<file path="config.mk">
export PLATFORM = sky130hd
export DESIGN_NAME = base64_strict_stream_decoder
export DESIGN_NICKNAME = d
export VERILOG_FILES = /design/src/design/b64_pkg.sv /design/src/design/b64_front.sv /design/src/design/b64_queue.sv /design/src/design/b64_back.sv /design/src/design/base64_strict_stream_decoder.sv
export SDC_FILE = /design/constraint.sdc
export NUM_CORES = 1
export LEC_CHECK = 0
export BUFFER_PORTS_ARGS = -buffer_cell sky130_fd_sc_hd__buf_2
export CORE_MARGIN = 2
export CORE_UTILIZATION = 40
export CTS_BUF_LIST = sky130_fd_sc_hd__clkbuf_16
export DETAILED_ROUTE_END_ITERATION = 16
export SYNTH_ARGS = -nofsm -noshare
export SYNTH_HDL_FRONTEND = slang
export SYNTH_HIERARCHICAL = 1
export SYNTH_SLANG_ARGS = --single-unit
</file>
<file path="constraint.sdc">
create_clock -name clk -period 2.75 [get_ports clk]
set_input_delay 0.4125 -clock clk [delete_from_list [all_inputs] [get_ports clk]]
set_output_delay 0.4125 -clock clk [all_outputs]
set_load 0.02 [all_outputs]
</file>
<file path="src/design/b64_pkg.sv">
package b64_pkg;

    // Classified character as it travels from the front stage to the back stage.
    typedef struct packed {
        logic [5:0] sextet;
        logic       is_pad;
        logic       is_bad;
        logic       last;
    } char_class_t;

    localparam logic [7:0] PAD_CHAR = 8'h3D;

    localparam int QUEUE_DEPTH = 2;
    localparam int QUEUE_PTR_W = $clog2(QUEUE_DEPTH);
    localparam int QUEUE_CNT_W = $clog2(QUEUE_DEPTH + 1);

    localparam logic [2:0] ST_OK             = 3'd0;
    localparam logic [2:0] ST_LEADING_PAD    = 3'd1;
    localparam logic [2:0] ST_EXCESS_PAD     = 3'd2;
    localparam logic [2:0] ST_DATA_AFTER_PAD = 3'd3;
    localparam logic [2:0] ST_BAD_CHAR       = 3'd4;
    localparam logic [2:0] ST_DISCONT_PAD    = 3'd5;
    localparam logic [2:0] ST_ONE_LEFTOVER   = 3'd6;
    localparam logic [2:0] ST_BAD_PADDING    = 3'd7;

endpackage

</file>
<file path="src/design/b64_front.sv">
module b64_front
    import b64_pkg::*;
(
    input  logic        clk,
    input  logic        rst_n,
    input  logic        in_valid,
    output logic        in_stall,
    input  logic [7:0]  in_char,
    input  logic        last_char,
    input  logic        queue_full,
    output logic        queue_push,
    output char_class_t queue_data
);

    function automatic char_class_t classify_char(input logic [7:0] ch, input logic last);
        char_class_t c;
        c.sextet = 6'd0;
        c.is_pad = (ch == PAD_CHAR);
        c.is_bad = 1'b0;
        c.last   = last;
        if (ch >= 8'h41 && ch <= 8'h5A) begin
            c.sextet = 6'(ch - 8'h41);
        end
        else if (ch >= 8'h61 && ch <= 8'h7A) begin
            c.sextet = 6'(ch - 8'h47);
        end
        else if (ch >= 8'h30 && ch <= 8'h39) begin
            c.sextet = 6'(ch + 8'd4);
        end
        else if (ch == 8'h2B) begin
            c.sextet = 6'd62;
        end
        else if (ch == 8'h2F) begin
            c.sextet = 6'd63;
        end
        else begin
            c.is_bad = !c.is_pad;
        end
        return c;
    endfunction

    logic        stage_valid_reg;
    logic        stage_valid_next;
    char_class_t stage_data_reg;
    logic        accept;

    assign in_stall   = stage_valid_reg && queue_full;
    assign accept     = in_valid && !in_stall;
    assign queue_push = stage_valid_reg && !queue_full;
    assign queue_data = stage_data_reg;

    always_comb
    begin
        stage_valid_next = stage_valid_reg;
        if (accept)
        begin
            stage_valid_next = 1'b1;
        end
        else if (queue_push)
        begin
            stage_valid_next = 1'b0;
        end
    end

    always_ff @(posedge clk or negedge rst_n)
    begin
        if (!rst_n)
        begin
            stage_valid_reg <= 1'b0;
        end
        else
        begin
            stage_valid_reg <= stage_valid_next;
        end
    end

    always_ff @(posedge clk)
    begin
        if (accept)
        begin
            stage_data_reg <= classify_char(in_char, last_char);
        end
    end

endmodule

</file>
<file path="src/design/b64_queue.sv">
module b64_queue
    import b64_pkg::*;
(
    input  logic        clk,
    input  logic        rst_n,
    input  logic        push,
    input  char_class_t push_data,
    output logic        full,
    input  logic        pop,
    output logic        head_valid,
    output char_class_t head_data
);

    char_class_t            entry_reg [QUEUE_DEPTH];
    logic [QUEUE_PTR_W-1:0] wr_ptr_reg;
    logic [QUEUE_PTR_W-1:0] wr_ptr_next;
    logic [QUEUE_PTR_W-1:0] rd_ptr_reg;
    logic [QUEUE_PTR_W-1:0] rd_ptr_next;
    logic [QUEUE_CNT_W-1:0] count_reg;
    logic [QUEUE_CNT_W-1:0] count_next;

    assign full       = (count_reg == QUEUE_CNT_W'(QUEUE_DEPTH));
    assign head_valid = (count_reg != '0);
    assign head_data  = entry_reg[rd_ptr_reg];

    always_comb
    begin
        wr_ptr_next = wr_ptr_reg;
        rd_ptr_next = rd_ptr_reg;
        count_next  = count_reg;
        if (push)
        begin
            wr_ptr_next = (wr_ptr_reg == QUEUE_PTR_W'(QUEUE_DEPTH - 1)) ? '0
                        : wr_ptr_reg + QUEUE_PTR_W'(1);
        end
        if (pop)
        begin
            rd_ptr_next = (rd_ptr_reg == QUEUE_PTR_W'(QUEUE_DEPTH - 1)) ? '0
                        : rd_ptr_reg + QUEUE_PTR_W'(1);
        end
        if (push && !pop)
        begin
            count_next = count_reg + QUEUE_CNT_W'(1);
        end
        else if (pop && !push)
        begin
            count_next = count_reg - QUEUE_CNT_W'(1);
        end
    end

    always_ff @(posedge clk or negedge rst_n)
    begin
        if (!rst_n)
        begin
            wr_ptr_reg <= '0;
            rd_ptr_reg <= '0;
            count_reg  <= '0;
        end
        else
        begin
            wr_ptr_reg <= wr_ptr_next;
            rd_ptr_reg <= rd_ptr_next;
            count_reg  <= count_next;
        end
    end

    always_ff @(posedge clk)
    begin
        if (push)
        begin
            entry_reg[wr_ptr_reg] <= push_data;
        end
    end

`ifndef NO_ASSERTIONS
    a_no_overflow: assert property (@(posedge clk) disable iff (!rst_n)
        count_reg <= QUEUE_CNT_W'(QUEUE_DEPTH))
        else $error("queue count beyond depth");
    a_no_push_full: assert property (@(posedge clk) disable iff (!rst_n)
        !(push && full))
        else $error("push into full queue");
    a_no_pop_empty: assert property (@(posedge clk) disable iff (!rst_n)
        !(pop && !head_valid))
        else $error("pop from empty queue");
`endif

endmodule

</file>
<file path="src/design/b64_back.sv">
module b64_back
    import b64_pkg::*;
(
    input  logic        clk,
    input  logic        rst_n,
    input  logic        cfg_we,
    input  logic        cfg_data,
    input  logic        head_valid,
    input  char_class_t head_data,
    output logic        pop,
    output logic        out_valid,
    input  logic        out_stall,
    output logic        byte_valid,
    output logic [7:0]  out_byte,
    output logic        message_end,
    output logic [2:0]  status
);

    logic       strict_reg;
    logic [1:0] quad_reg,     quad_next;
    logic [5:0] left_reg,     left_next;
    logic [1:0] pads_reg,     pads_next;
    logic       seen_reg,     seen_next;
    logic       first_reg,    first_next;
    logic       complete_reg, complete_next;
    logic [2:0] error_reg,    error_next;

    logic       out_valid_reg,   out_valid_next;
    logic       byte_valid_reg,  byte_valid_next;
    logic [7:0] out_byte_reg,    out_byte_next;
    logic       message_end_reg;
    logic [2:0] status_reg;

    logic [1:0] pads_inc;
    logic [2:0] fill_sum;

    assign pop         = head_valid && (!out_valid_reg || !out_stall);
    assign out_valid   = out_valid_reg;
    assign byte_valid  = byte_valid_reg;
    assign out_byte    = out_byte_reg;
    assign message_end = message_end_reg;
    assign status      = status_reg;

    assign pads_inc = pads_reg + 2'd1;
    assign fill_sum = {1'b0, quad_reg} + {1'b0, pads_inc};

    always_comb
    begin
        quad_next       = quad_reg;
        left_next       = left_reg;
        pads_next       = pads_reg;
        seen_next       = seen_reg;
        first_next      = 1'b0;
        complete_next   = complete_reg;
        error_next      = error_reg;
        byte_valid_next = 1'b0;
        out_byte_next   = 8'd0;

        if (error_reg == ST_OK && !complete_reg)
        begin
            if (strict_reg && first_reg && head_data.is_pad)
            begin
                error_next = ST_LEADING_PAD;
            end
            else if (head_data.is_pad)
            begin
                seen_next = 1'b1;
                if (strict_reg && quad_reg == 2'd0)
                begin
                    error_next = ST_EXCESS_PAD;
                end
                else if (quad_reg >= 2'd2)
                begin
                    pads_next = pads_inc;
                    if (fill_sum >= 3'd4)
                    begin
                        complete_next = 1'b1;
                        if (strict_reg && !head_data.last)
                        begin
                            error_next = ST_DATA_AFTER_PAD;
                        end
                    end
                end
            end
            else if (head_data.is_bad)
            begin
                if (strict_reg)
                begin
                    error_next = ST_BAD_CHAR;
                end
            end
            else if (strict_reg && seen_reg)
            begin
                error_next = ST_DISCONT_PAD;
            end
            else
            begin
                pads_next = 2'd0;
                case (quad_reg)
                    2'd0:
                    begin
                        quad_next = 2'd1;
                        left_next = head_data.sextet;
                    end
                    2'd1:
                    begin
                        quad_next       = 2'd2;
                        out_byte_next   = {left_reg, head_data.sextet[5:4]};
                        byte_valid_next = 1'b1;
                        left_next       = {2'b00, head_data.sextet[3:0]};
                    end
                    2'd2:
                    begin
                        quad_next       = 2'd3;
                        out_byte_next   = {left_reg[3:0], head_data.sextet[5:2]};
                        byte_valid_next = 1'b1;
                        left_next       = {4'b0000, head_data.sextet[1:0]};
                    end
                    default:
                    begin
                        quad_next       = 2'd0;
                        out_byte_next   = {left_reg[1:0], head_data.sextet};
                        byte_valid_next = 1'b1;
                        left_next       = 6'd0;
                    end
                endcase
            end
        end

        // A message that ends inside a quad without completed padding is reported here.
        if (head_data.last && error_next == ST_OK && !complete_next)
        begin
            if (quad_next == 2'd1)
            begin
                error_next = ST_ONE_LEFTOVER;
            end
            else if (quad_next != 2'd0)
            begin
                error_next = ST_BAD_PADDING;
            end
        end
    end

    always_comb
    begin
        out_valid_next = out_valid_reg;
        if (pop)
        begin
            out_valid_next = 1'b1;
        end
        else if (!out_stall)
        begin
            out_valid_next = 1'b0;
        end
    end

    always_ff @(posedge clk or negedge rst_n)
    begin
        if (!rst_n)
        begin
            strict_reg    <= 1'b0;
            quad_reg      <= 2'd0;
            left_reg      <= 6'd0;
            pads_reg      <= 2'd0;
            seen_reg      <= 1'b0;
            first_reg     <= 1'b1;
            complete_reg  <= 1'b0;
            error_reg     <= ST_OK;
            out_valid_reg <= 1'b0;
        end
        else
        begin
            out_valid_reg <= out_valid_next;
            if (cfg_we)
            begin
                strict_reg <= cfg_data;
            end
            if (pop)
            begin
                if (head_data.last)
                begin
                    quad_reg     <= 2'd0;
                    left_reg     <= 6'd0;
                    pads_reg     <= 2'd0;
                    seen_reg     <= 1'b0;
                    first_reg    <= 1'b1;
                    complete_reg <= 1'b0;
                    error_reg    <= ST_OK;
                end
                else
                begin
                    quad_reg     <= quad_next;
                    left_reg     <= left_next;
                    pads_reg     <= pads_next;
                    seen_reg     <= seen_next;
                    first_reg    <= first_next;
                    complete_reg <= complete_next;
                    error_reg    <= error_next;
                end
            end
        end
    end

    always_ff @(posedge clk)
    begin
        if (pop)
        begin
            byte_valid_reg  <= byte_valid_next;
            out_byte_reg    <= out_byte_next;
            message_end_reg <= head_data.last;
            status_reg      <= error_next;
        end
    end

`ifndef NO_ASSERTIONS
    a_status_sticky: assert property (@(posedge clk) disable iff (!rst_n)
        (error_reg != ST_OK) |=>
            (error_reg == $past(error_reg)) || (error_reg == ST_OK && first_reg))
        else $error("error code changed inside a message");
    a_complete_pos: assert property (@(posedge clk) disable iff (!rst_n)
        complete_reg |-> (quad_reg >= 2'd2))
        else $error("padding complete at impossible quad position");
    a_message_clear: assert property (@(posedge clk) disable iff (!rst_n)
        (pop && head_data.last) |=>
            (first_reg && quad_reg == 2'd0 && error_reg == ST_OK && !complete_reg))
        else $error("state not cleared after message end");
    a_zero_byte: assert property (@(posedge clk) disable iff (!rst_n)
        (out_valid_reg && !byte_valid_reg) |-> (out_byte_reg == 8'd0))
        else $error("nonzero byte without byte_valid");
`endif

endmodule

</file>
<file path="src/design/base64_strict_stream_decoder.sv">
// Throughput: one character per clock cycle, sustained while the output is not stalled.
// Path: a character passes through the classification register, then the two-entry queue,
// then the decode state and output register before its result appears on the output.
// Reset (rst_n low, asynchronous): the strict-check register clears to 0, the decode state
// returns to the start of a message, the queue empties and no result is pending.
module base64_strict_stream_decoder
    import b64_pkg::*;
(
    input  logic       clk,
    input  logic       rst_n,
    input  logic       cfg_we,
    input  logic       cfg_data,
    input  logic       in_valid,
    output logic       in_stall,
    input  logic [7:0] in_char,
    input  logic       last_char,
    output logic       out_valid,
    input  logic       out_stall,
    output logic       byte_valid,
    output logic [7:0] out_byte,
    output logic       message_end,
    output logic [2:0] status
);

    logic        queue_full;
    logic        queue_push;
    char_class_t queue_in;
    logic        queue_pop;
    logic        head_valid;
    char_class_t head_data;

    b64_front u_front (
        .clk        (clk),
        .rst_n      (rst_n),
        .in_valid   (in_valid),
        .in_stall   (in_stall),
        .in_char    (in_char),
        .last_char  (last_char),
        .queue_full (queue_full),
        .queue_push (queue_push),
        .queue_data (queue_in)
    );

    b64_queue u_queue (
        .clk        (clk),
        .rst_n      (rst_n),
        .push       (queue_push),
        .push_data  (queue_in),
        .full       (queue_full),
        .pop        (queue_pop),
        .head_valid (head_valid),
        .head_data  (head_data)
    );

    b64_back u_back (
        .clk         (clk),
        .rst_n       (rst_n),
        .cfg_we      (cfg_we),
        .cfg_data    (cfg_data),
        .head_valid  (head_valid),
        .head_data   (head_data),
        .pop         (queue_pop),
        .out_valid   (out_valid),
        .out_stall   (out_stall),
        .byte_valid  (byte_valid),
        .out_byte    (out_byte),
        .message_end (message_end),
        .status      (status)
    );

endmodule
</file>
# Yosys cells after proc, flatten, opt, wreduce, memory -nomap -nowiden
# Memory sizes are Yosys's and may differ from the RTL's.
# Cells that the tools add are included.
# word_totals
mem_bits_rw	18
inputBits	15
reg_bits	45
out_inout_bits	15
wordCells	163
n_memories	1
# op_classes
reduce_logical	42
add_sub_neg	9
n_lt_le_gt_ge	8
mux	65
eq_ne	16
bitwise	1
# memory_table
memory	words	word_bits	read_ports	rd_clocked_by_memory_dff	wr	line_no	rtl
u_queue.entry_reg	2	9	1	0	1	b64_queue.sv:14	char_class_t entry_reg [QUEUE_DEPTH];
# ops
cell	n
two-way mux 6 bit	11
two-way mux 3 bit	14
two-way mux 2 bit	16
equality test 8 x 6 -> 1 bit (second input constant)	3
one-hot mux 8 bit (3 select lines)	1
two-way mux 1 bit	21
one-hot mux 6 bit (3 select lines)	1
logical AND 1 bit	17
>= comparator 8 x 7 -> 1 bit (second input constant)	2
<= comparator 8 x 7 -> 1 bit (second input constant)	2
nonzero test 2 bit	6
logical NOT 1 bit	10
OR reduction 5 bit	2
>= comparator 8 x 6 -> 1 bit (second input constant)	1
<= comparator 8 x 6 -> 1 bit (second input constant)	1
!= test 2 x 1 -> 1 bit (second input constant)	4
AND reduction 7 bit	1
adder 6 x 3 -> 6 bit (second input constant)	1
logical NOT 3 bit	2
!= test 3 x 1 -> 1 bit (second input constant)	2
!= test 3 bit (second input constant)	2
one-hot mux 2 bit (3 select lines)	1
AND reduction 6 bit	1
subtractor 6 x 1 -> 6 bit (second input constant)	1
14 further kinds	18

# Longest topological paths before layout
# An unclocked memory read counts as a cell.
# depth
ltp_word	15
ltp_mapped	9
ltp_nobuf	8

# Modules after synthesis
# The synthesis kept the hierarchy.
# by_module_without_submodules
mod	instances	seq_area_each_um2	area_each_um2	cells_each
b64_back	1	842.1	1746.7	166
b64_front	1	295.3	900.9	91
b64_queue	1	640.6	878.3	44

# Worst setup path before layout
# No wires, ideal clock.
# synth_timing
kind	register -> register
from	register u_back.pads_reg[1]
to	register u_back.status_reg[0], in the netlist u_back/status[0], data pin
synth_period_minus_slack_ps	2127
t_required_ps	2570
path_stages_with_launch	8
path_buffers	0
arrival_time_ps	1947
path_slack_ps	623
path_cell_list	dfrtp_1 or2b_1 nand2_1 ha_1 and3b_1 o211a_4 a311o_1 o41ai_2
# synth_via
elab_chain_len	13
word_cells_on_any_way	22
classes_between	add/sub (2); order compare (1); mux (15); reduce/logical (4)
# synth_rtl
item	line_no	rtl
start: declaration	b64_back.sv:22	logic [1:0] pads_reg, pads_next;
start signal: assignment	b64_back.sv:194	pads_reg <= pads_next;
adder 2 x 1 -> 2 bit *	b64_back.sv:44	assign pads_inc = pads_reg + 2'd1;
adder 2 x 2 -> 3 bit *	b64_back.sv:45	assign fill_sum = {1'b0, quad_reg} + {1'b0, pads_inc};
>= comparator 3 bit *	b64_back.sv:75	if (fill_sum >= 3'd4)
two-way mux 3 bit	b64_back.sv:75	
two-way mux 3 bit	b64_back.sv:72	else if (quad_reg >= 2'd2)
two-way mux 3 bit	b64_back.sv:68	if (strict_reg && quad_reg == 2'd0)
two-way mux 3 bit	b64_back.sv:65	else if (head_data.is_pad)
two-way mux 3 bit	b64_back.sv:61	if (strict_reg && first_reg && head_data.is_pad)
two-way mux 3 bit	b64_back.sv:59	if (error_reg == ST_OK && !complete_reg)
logical NOT 3 bit	b64_back.sv:131	if (head_data.last && error_next == ST_OK && !complete_next)
logical AND 1 bit (2 in series)	b64_back.sv:131	
two-way mux 3 bit *	b64_back.sv:131	
named net u_back.error_next[0]	b64_back.sv:26	logic [2:0] error_reg, error_next;
end signal: assignment	b64_back.sv:211	status_reg <= error_next;
end: declaration	b64_back.sv:32	logic [2:0] status_reg;
# The timed path passes the listed nets; every way through them passes the cells marked *.
# A chain may end at the register's enable or synchronous reset.

# Worst setup path after layout
# layout_timing
from	register u_back.pads_reg[0]
to	register u_back.status_reg[0], in the netlist u_back/status[0], data pin
# The elaborated chain is that of the path after synthesis.

==> results.yml <==
status:
  outcome: "finished, final reports clean"
routing:
  drtAntennaViolNets: 0
  first_pass_iters: 4
  routed.top_layer: "met4"
  finalWirelength_um: 6840
  via_count: 2431
  routed-wl-met2_um: 3420
  wl_met3_um: 280
  drc: 0
  drt-met1-wl_um: 3100
  drt_iter0_markers: 107
  wire_per_inst_um: 15.3
  viasPerCell: 5.45
clocking:
  cts-hold-fix-buffers: 0
  clk_latency_ns: 0.32
  clock_path_buffers: 2
  cts.htree.levels: 3
  cts_sinks: 63
  clk_pin_slew_worst_paths_ns: 0.05
  root_buffer: "clkbuf_16"
  post_cts_resize_count: 0
  cts_setup_buffers: 0
  cts_tree: "built"
  cts_buffers: 9
timing:
  layout_min_cycle_time_ns: 2.30
  finalHoldViolCount: 0
  clock.fmax_mhz: 436
  skew_ns: 0.00617
  hold_ws_ns: 0.0850
  tns_ns: 0
  setup_violations: 0
  fin_crit_sh: 0.835
  max_slew_margin: 0.613
  worst_slew_pin_slew_ns: 0.576
  rsz0062_at_grt: "false"
  drv_slew: 0
synth:
  synth.distinct_cells: 68
  avgSynthCellArea_um2: 11.7
  syn_nets: 331
  ys_seq_area_frac: 0.504
  synth_ff_type: "edfxtp_1"
  synthesis.area_um2: 3530
  async_reset_ff_frac: 0.365
  yosys_register_bits: 63
  synth_warnings: 6
  postSynthCellCount: 301
  synth_edf_count: 40
layout:
  nFillCells: 793
  finalNetCount: 363
  diodes: 0
  drive_gt1_frac: 0.225
  largest_reg_flops: 18
  syn_to_final_growth_pct: 15.5
  regArea_um2: 1780
  multi_input_area_um2: 1610
  finalNonFillerCells: 446
die:
  io_pins: 30
  die_w_um: 97.9
  start_util: 0.408
  coreArea_um2: 8640
  num_rows: 34
  die_h_um: 97.9
  die-area_um2: 9580
power_and_ir_drop:
  powerDensity_nw_per_um2: 1100
  p_leak_nw: 1.69
  vdd_ir_drop_max_mv: 0.332
  p_total_w: 0.00448
global_route:
  grt_usage: 0.149
  grt_antenna_before_repair: 0
  grt_max_degree: 24
  grt_pass1_wl_um: 11700
  grt_overflow: 0
  first_global_vias: 2386
placed_design:
  dp_hpwl_um: 4930
  dp.cells: 430
  gp_congestion: 0.832
  port_buffers: 29
setup_path:
  worstPathRequired_ns: 2.79
  critical_path_class: "flop to flop"
  arrival_ns: 2.34
  end_kind: "flop"
  crit_fanout: 5
  worst_setup_path_start_kind: "flop"
hold_path:
  min_path_type: "input port to asynchronous set/reset pin"
job:
  drv_cap: 0
## synth_stat cells, drive strengths merged (3+ instances only)
cell type  instances  area (um2)
buf                7        50.1
a311oi             3        43.8
clkbuf             5        18.8
edfxtp            40        1200
o2bb2ai            3        26.3
and3               4        25.0
nor3b              3        27.5
dfrtp             22         551
nand2b             5        31.3
o211ai             3        22.5
mux2i              6        60.1
nor4               3        33.8
a22oi              6        45.0
o21ai              3        15.0
a221oi             6        52.6
mux2              13         188
a21oi             14        81.3
nor2              30         113
nor2b              6        37.5
nand2             23        91.3
inv               17        63.8
a211oi             4        30.0
xnor2              3        26.3
or2                3        18.8
o211a              3        37.5
o41ai              4        57.6
o311ai             3        26.3
ha                15         188
xor2               5        43.8
nor3               8        45.0
and2               5        33.8
## report_power, final
| part | total (W) | switching, W | internal, W |
|---|---|---|---|
| clock | 0.00115 | 0.000374 | 0.000777 |
| combinational | 0.00174 | 0.00102 | 0.000717 |
| sequential | 0.00159 | 0.000184 | 0.00140 |
| total | 0.00448 | 0.00158 | 0.00290 |
## per-stage QoR
step	util	cell area, um2	setup slack [ns]
global placement	0.436	3770	0.306
CTS	0.472	4070	0.441
finish	0.472	4070	0.455
floorplan	-	3530	0.623
detailed placement	0.436	3770	0.302
global route	0.472	4070	0.302
## layer usage
layer  vias up  GRT usage
met5         -          0
met4         0     0.0481
met3         2     0.0322
met2        57      0.250
met1      1182      0.192
li1       1190          -
## cells in the final DEF, fill, tap and decap left out, types with 4 or more instances in the layout
cell       Yosys  layout
buf_2          4      29
mux2_4        11      11
xor2_1         5       5
clkbuf_16      0       9
nor3_1         7       7
ha_1          15      15
a22oi_1        6       6
buf_4          1       4
nand2b_1       5       5
a211oi_1       4       4
edfxtp_1      40      40
nor2_1        30      30
dfrtp_1       22      22
nor2b_1        6       6
a21oi_1       13      13
and3_1         4       4
clkinv_1       1       4
inv_1         17      18
mux2i_1        6       6
a221oi_1       6       6
nand2_1       21      21
## logic make-up (layout without fill, tap and decap cells)
family | Yosys count | in the layout | share of synthesized area
fa+ha+maj | 15 | 15 | 0.0532
simple gates | 98 | 98 | 0.148
xor+xnor | 8 | 8 | 0.0199
mux | 19 | 19 | 0.0703
buf+inv | 30 | 67 | 0.0387
flops | 63 | 63 | 0.504
compound gates | 68 | 68 | 0.166
## worst max-delay path, cell delays in order (launching register included)
cell      delay (ns)
dfrtp_1         0.39
or2b_1          0.26
nand2_1         0.06
ha_1            0.21
and3b_1         0.18
o211a_4         0.25
a311oi_1        0.49
o41ai_2         0.17
## layout make-up
type / count / share of cell area
clock buffer: 9 / 0.0553
clock inverter: 7 / 0.0197
inverter: 18 / 0.0166
multi-input combinational: 208 / 0.396
sequential: 63 / 0.437
tap: 108 / 0.0332
timing repair buffer: 33 / 0.0430
## worst paths after layout
path / startpoint / to / slack [ns] / cells after the start
worst max-delay path: u_back/pads_reg[0] / u_back/status[0] / 0.45 / 7
min in group clk: last_char / u_front/queue_data[0] / 0.29 / 1
worst max register to register: u_back/pads_reg[0] / u_back/status[0] / 0.45 / 7
max in group asynchronous: rst_n / u_queue/count_reg[1] / 2.29 / 1
worst min-delay path: rst_n / u_back/error_reg[2] / 0.09 / 1
worst min register to register: u_front/queue_data[8] / u_queue/entry_reg[1][8] / 0.44 / 0
Power figures use the tool's default switching activity.
